File: src/hdl/cau_pkg.sv
`default_nettype none
// ----------------------------------------------------------------------------
// cau_pkg
// Shared types and constants of the complex arithmetic unit: request and
// result layouts, operation and status codes, and the CORDIC table and constants.
// ----------------------------------------------------------------------------
package cau_pkg;

  localparam int DW           = 16;  // operand and result width
  localparam int FB           = 12;  // fraction bits
  localparam int CORDIC_STEPS = 16;
  localparam int GUARD        = 8;   // CORDIC guard bits on the vector

  // Divider geometry.
  localparam int NUM_W   = 2 * DW + 1;           // signed dividend
  localparam int DEN_W   = 2 * DW;               // unsigned divisor
  localparam int QB      = DW + 1;               // quotient bits kept
  localparam int REM_W   = NUM_W - 1 + FB;       // scaled dividend magnitude
  localparam int DIV_LAT = QB + 2;

  // CORDIC geometry.
  localparam int XW       = DW + GUARD + 4;      // vector width
  localparam int ZW       = 35;                  // angle width, Q5.30 radians
  localparam int MSPLIT   = 21;
  localparam int GAIN_SH  = 30 + GUARD - MSPLIT;
  localparam int ZSH      = 30 - FB;
  localparam int CORD_LAT = CORDIC_STEPS + 2;

  localparam logic [29:0]        INV_GAIN    = 30'd652032874;
  localparam logic signed [ZW-1:0] PI_Q30      = 35'sd3373259426;
  localparam logic signed [ZW-1:0] HALF_PI_Q30 = 35'sd1686629713;

  localparam logic [DW-1:0] MAXV = {1'b0, {(DW-1){1'b1}}};
  localparam logic [DW-1:0] MINV = {1'b1, {(DW-1){1'b0}}};

  localparam logic [2:0] OP_ADD  = 3'd0;
  localparam logic [2:0] OP_SUB  = 3'd1;
  localparam logic [2:0] OP_MUL  = 3'd2;
  localparam logic [2:0] OP_DIV  = 3'd3;
  localparam logic [2:0] OP_NEG  = 3'd4;
  localparam logic [2:0] OP_CONJ = 3'd5;
  localparam logic [2:0] OP_MOD  = 3'd6;
  localparam logic [2:0] OP_ARG  = 3'd7;

  localparam logic [1:0] ST_OK   = 2'd0;
  localparam logic [1:0] ST_SAT  = 2'd1;
  localparam logic [1:0] ST_DIVZ = 2'd2;

  localparam logic [31:0] ATAN_Q30 [32] = '{
    32'h3243F6A8, 32'h1DAC6705, 32'h0FADBAFC, 32'h07F56EA6, 32'h03FEAB76,
    32'h01FFD55B, 32'h00FFFAAA, 32'h007FFF55, 32'h003FFFEA, 32'h001FFFFD,
    32'h000FFFFF, 32'h0007FFFF, 32'h0003FFFF, 32'h0001FFFF, 32'h0000FFFF,
    32'h00007FFF, 32'h00003FFF, 32'h00001FFF, 32'h00000FFF, 32'h000007FF,
    32'h000003FF, 32'h000001FF, 32'h000000FF, 32'h0000007F, 32'h0000003F,
    32'h0000001F, 32'h0000000F, 32'h00000008, 32'h00000004, 32'h00000002,
    32'h00000001, 32'h00000000
  };

  typedef struct packed {
    logic [2:0]           kind;
    logic signed [DW-1:0] a_real;
    logic signed [DW-1:0] a_imag;
    logic signed [DW-1:0] b_real;
    logic signed [DW-1:0] b_imag;
  } cau_req_t;

  typedef struct packed {
    logic signed [DW-1:0] res_real;
    logic signed [DW-1:0] res_imag;
    logic [1:0]           status;
  } cau_rsp_t;

endpackage
`default_nettype wire

File: src/hdl/cau_div.sv
`default_nettype none
// ----------------------------------------------------------------------------
// cau_div
// Pipelined restoring divider: saturated fixed-point quotient of a signed
// dividend by an unsigned divisor, one quotient bit per stage.
// ----------------------------------------------------------------------------
module cau_div import cau_pkg::*; (
  input  logic                    clk,
  input  logic signed [NUM_W-1:0] num,
  input  logic [DEN_W-1:0]        den,
  output logic signed [DW-1:0]    quo,
  output logic                    sat,
  output logic                    dz
);

  localparam int CMP_W = DEN_W + QB;
  localparam logic [QB-1:0] LIM_POS = {1'b0, MAXV};
  localparam logic [QB-1:0] LIM_NEG = {1'b0, MAXV} + QB'(1);

  logic [REM_W-1:0] rem   [QB+1];
  logic [QB-1:0]    q     [QB+1];
  logic [DEN_W-1:0] den_p [QB+1];
  logic             neg_p [QB+1];
  logic             ovf_p [QB+1];
  logic             dz_p  [QB+1];

  logic signed [NUM_W-1:0] num_abs;
  logic [REM_W-1:0]        scaled;

  assign num_abs = num[NUM_W-1] ? -num : num;
  assign scaled  = {num_abs[NUM_W-2:0], {FB{1'b0}}};

  // Entry stage: magnitude, and a check that the quotient fits in QB bits.
  always_ff @(posedge clk) begin
    rem[0]   <= scaled;
    q[0]     <= '0;
    den_p[0] <= den;
    neg_p[0] <= num[NUM_W-1];
    ovf_p[0] <= {{(CMP_W-REM_W){1'b0}}, scaled} >= {den, {QB{1'b0}}};
    dz_p[0]  <= (den == '0);
  end

  for (genvar k = 0; k < QB; k++) begin : g_bit
    logic [CMP_W-1:0] sh;
    logic             ge;
    assign sh = {{QB{1'b0}}, den_p[k]} << (QB - 1 - k);
    assign ge = {{(CMP_W-REM_W){1'b0}}, rem[k]} >= sh;

    always_ff @(posedge clk) begin
      rem[k+1]   <= ge ? rem[k] - sh[REM_W-1:0] : rem[k];
      q[k+1]     <= q[k] | (QB'(ge) << (QB - 1 - k));
      den_p[k+1] <= den_p[k];
      neg_p[k+1] <= neg_p[k];
      ovf_p[k+1] <= ovf_p[k];
      dz_p[k+1]  <= dz_p[k];
    end
  end

  logic [QB-1:0] lim;
  logic [QB-1:0] q_neg;

  assign lim   = neg_p[QB] ? LIM_NEG : LIM_POS;
  assign q_neg = -q[QB];

  always_ff @(posedge clk) begin
    dz <= dz_p[QB];
    if (ovf_p[QB] || q[QB] > lim) begin
      quo <= neg_p[QB] ? MINV : MAXV;
      sat <= 1'b1;
    end else begin
      quo <= neg_p[QB] ? q_neg[DW-1:0] : q[QB][DW-1:0];
      sat <= 1'b0;
    end
  end

endmodule
`default_nettype wire

File: config.mk
export PLATFORM = sky130hd
export DESIGN_NAME = cau_div
export DESIGN_NICKNAME = d
export VERILOG_FILES = /design/src/hdl/cau_pkg.sv /design/src/hdl/cau_div.sv
export SDC_FILE = /design/constraint.sdc
export NUM_CORES = 2
export LEC_CHECK = 0
export ABC_AREA = 1
export BUFFER_PORTS_ARGS = -buffer_cell sky130_fd_sc_hd__buf_2
export CAP_MARGIN = 10
export CORE_MARGIN = 2
export CORE_UTILIZATION = 44
export DETAILED_ROUTE_END_ITERATION = 10
export HOLD_SLACK_MARGIN = 0.12
export SLEW_MARGIN = 20
export SYNTH_ARGS = -nofsm -noshare
export SYNTH_HDL_FRONTEND = slang
export SYNTH_SLANG_ARGS = --single-unit
File: constraint.sdc
create_clock -name clk -period 7.9 [get_ports clk]
set_clock_uncertainty 0.1 [all_clocks]
set_input_delay 1.975 -clock clk [delete_from_list [all_inputs] [get_ports clk]]
set_output_delay 1.975 -clock clk [all_outputs]
set_load 0.02 [all_outputs]
==> metrics.md <==
| Metric | Value |
|---|---|
| Setup repair bufs after CTS | `0` |
| Combinational Power Share | `51.0%` |
| Asr flop ratio synth | `0%` |
| Post-synth top area share | `33.9%` |
| CTS Hold Bufs | `0` |
| Num rows | `157` |
| Metal3 WL | `26300 µm` |
| Clk sinks | `1379` |
| Min cycle time layout | `4180 ps` |
| Final setup viols | `0` |
| All-Layer GR Usage | `29.9%` |
| DP Wirelength | `241000 µm` |
| CTS root buffer | `clkbuf_16` |
| Clock network fraction of total power | `20.9%` |
| Number of remaining DRC errors | `0` |
| Vias in the first global route | `72246` |
| CP Capture Type | `register` |
| Cell Area, Synth | `0.0815 mm²` |
| Synthesis-stage register bit count | `1379` |
| Placed cell count | `15380` |
| Sequential power share | `28.2%` |
| Number of antenna violations at the first check in global routing | `6` |
| Die Y | `434 µm` |
| Syn. warnings | `0` |
| MaxCap Viol Count | `0` |
| Crit path kind | `input pin to register` |
| CTS tree | `yes` |
| Met2 wire length | `115000 µm` |
| EDFF count, synth | `0` |
| Pin slew with the least headroom to its limit | `1060 ps` |
| Share of post-route cells with drive strength above 1 | `3.46%` |
| Total Nets Final | `13735` |
| Area Growth Syn to Fin | `10.4%` |
| Arrival @ worst endpoint | `4840 ps` |
| First-pass GRT wire length | `433000 µm` |
| M1 WL | `140000 µm` |
| Top cells by area, synth | `dfxtp_1 (34%), nand2_1 (23%), inv_1 (12%)` |
| Port Buffer Count | `83` |
| Setup TNS | `0 ps` |
| Iter 0 DRT Violations | `7607` |
| Post-synth top area cell | `dfxtp_1` |
| Peak VDD IR | `0.240 mV` |
| Fill count | `19136` |
| Req. time, crit path | `8570 ps` |
| Die Wd | `434 µm` |
| Fin crit share | `52.9%` |
| Pre-CTS setup slack | `2930 ps` |
| Total CTS buffers | `156` |
| Syn_area_per_cell | `6.30 µm²` |
| Hold Crit Class | `register to register` |
| Commonest cells after routing, fill and taps aside | `nand2_1 (5092), inv_1 (2536), dfxtp_1 (1379), nor2_1 (937), nand3_1 (719)` |
| Synth Instances | `12934` |
| Clk_lat worst skew | `830 ps` |
| Net Sw Power | `17.7 mW` |
| Die area | `0.189 mm²` |
| Main synth FF type | `dfxtp_1` |
| Most common cell after layout, fill and taps aside | `nand2_1` |
| Maximum number of pins on one net before global-route repair | `50` |
| Worst-path fanout max | `5` |
| RePlAce Congestion | `1.04` |
| Multi-input logic area | `0.0436 mm²` |
| FMAX | `0.239 GHz` |
| DR top layer | `met4` |
| Final WS setup | `3720 ps` |
| Core box area | `0.184 mm²` |
| Clock slew at the register clock pins of the worst setup and hold paths | `60 ps` |
| Num ports | `84` |
| 1st-pass router iterations | `6` |
| Final Max Slew Viols | `0` |
| Initial Util | `44.4%` |
| Non-Filler Instances | `15665` |
| Switching part of the total power | `48.0%` |
| Internal power | `19.2 mW` |
| RSZ-0062 raised after global routing | `false` |
| Post-CTS Resized | `0` |
| Post-synth cell types | `50` |
| DR vias | `78751` |
| H-tree depth | `4` |
| DRT antenna net count | `0` |
| Syn_nets | `13594` |
| Startpoint types | `input pin` |
| Leakage | `51.0 nW` |
| Vias per inst | `5.03` |
| Outcome | `complete, no violations` |
| Relative slew margins | `29.4%` |
| Sequential cell area | `0.0276 mm²` |
| Power Dens Cells | `411 mW/mm²` |
| Utilization after layout | `49.0%` |
| Grt total ovfl | `0` |
| Final Hold Fails | `0` |
| Total wire length | `288000 µm` |
| Post-synthesis sequential area ratio | `33.9%` |
| WL/cell | `18.4 µm` |
| Clock Path Buffers | `3` |
==> layout make-up <==
type,instances,share of cell area (%)
Inverter,2549,10.6
Timing Repair Buffer,96,0.570
Multi-Input combinational cell,8893,48.5
Sequential cell,1379,30.7
Tap cell,2464,3.43
Antenna cell,2,0.00556
Clock buffer,196,4.76
Clock inverter,86,1.41
==> cell usage after synthesis (4+ instances only) <==
cell type  count
o21a_1         4
a21boi_0       6
nand3_2        7
nand3b_1      88
nor2_2        18
a21o_1         5
buf_6         18
or2_2          8
dfxtp_1     1379
and3_1         5
xor2_1       270
o21ai_1       15
o21bai_1      39
o21ai_0      190
inv_2         10
fa_1          16
xnor2_1       34
nand2_1     5093
clkbuf_1      16
nand3_1      719
nor3_1       118
buf_2         54
a21oi_2       19
o211ai_1       5
a21oi_1      450
nand4_1      178
nor4_1        27
nor2_1       937
ha_1         578
and2_1        22
inv_1       2536
nor3_2         6
buf_4         23
nand2_2       16
==> layer usage <==
metal	track usage, %	vias to the layer above
met5	0	-
met4	7.19	0
met3	6.64	335
met2	42.9	2882
met1	44.9	35963
li1	-	39571
==> flip-flops by register name, indices dropped and copies added (netlist names) <==
signal,cells
den_p,544
dz,1
dz_p,18
neg_p,18
ovf_p,18
q,153
quo,16
rem,610
sat,1
==> cells by family (layout without fill, tap and decap cells) <==
family,Yosys count,count (layout),synth area share [%]
xor+xnor,304,304,3.27
flops,1379,1379,33.9
other cells,0,2,0
compound gates,739,739,4.84
buf+inv,2662,2927,12.6
fa+ha+maj,594,594,9.26
simple gates,7256,7256,36.1
==> power by group through the flow <==
stage / combinational [mW] / sequential (mW) / clock (mW)
final: 18.8 / 10.4 / 7.71
after global routing: 21.2 / 10.5 / 8.18
after CTS: 18.5 / 10.4 / 7.90
after detailed placement: 18.3 / 10.5 / 0
after global placement: 18.3 / 10.5 / 0
after floorplan: 13.2 / 9.66 / 0
==> stage by stage <==
step                total power [mW]  hold slack (ps)  cell area [µm²]
finish                          37.0              204            90000
global route                    39.9              216            90000
CTS                             36.8              206            90000
detailed placement              28.9              212            84400
global placement                28.8              210            84400
floorplan                       22.9              210            81500
==> final timing paths <==
check | startpoint | end | slack (ps) | cells after the start
worst min register to register | q[14][15] | q[15][15] | 200 | 0
worst min-delay path | q[14][15] | q[15][15] | 200 | 0
worst max-delay path | num[0] | ovf_p[0] | 3720 | 21
worst max register to register | den_p[8][27] | rem[9][36] | 4160 | 13
==> worst max-delay path, stage by stage <==
cell and delay (ps):
buf_2 100, inv_1 100, ha_1 180, nand3_1 130
nor2_1 230, nand3_1 140, inv_1 150, nand3_1 150
o21ai_1 400, nand2_1 100, nand2_1 80, nand2_1 70
ha_1 300, nand2_1 50, inv_1 70, nand3_1 130
nor2_1 130, nand4_1 90, nor2_1 110, a21oi_1 70
nand3_1 90
(Power assumes the default switching activity.)
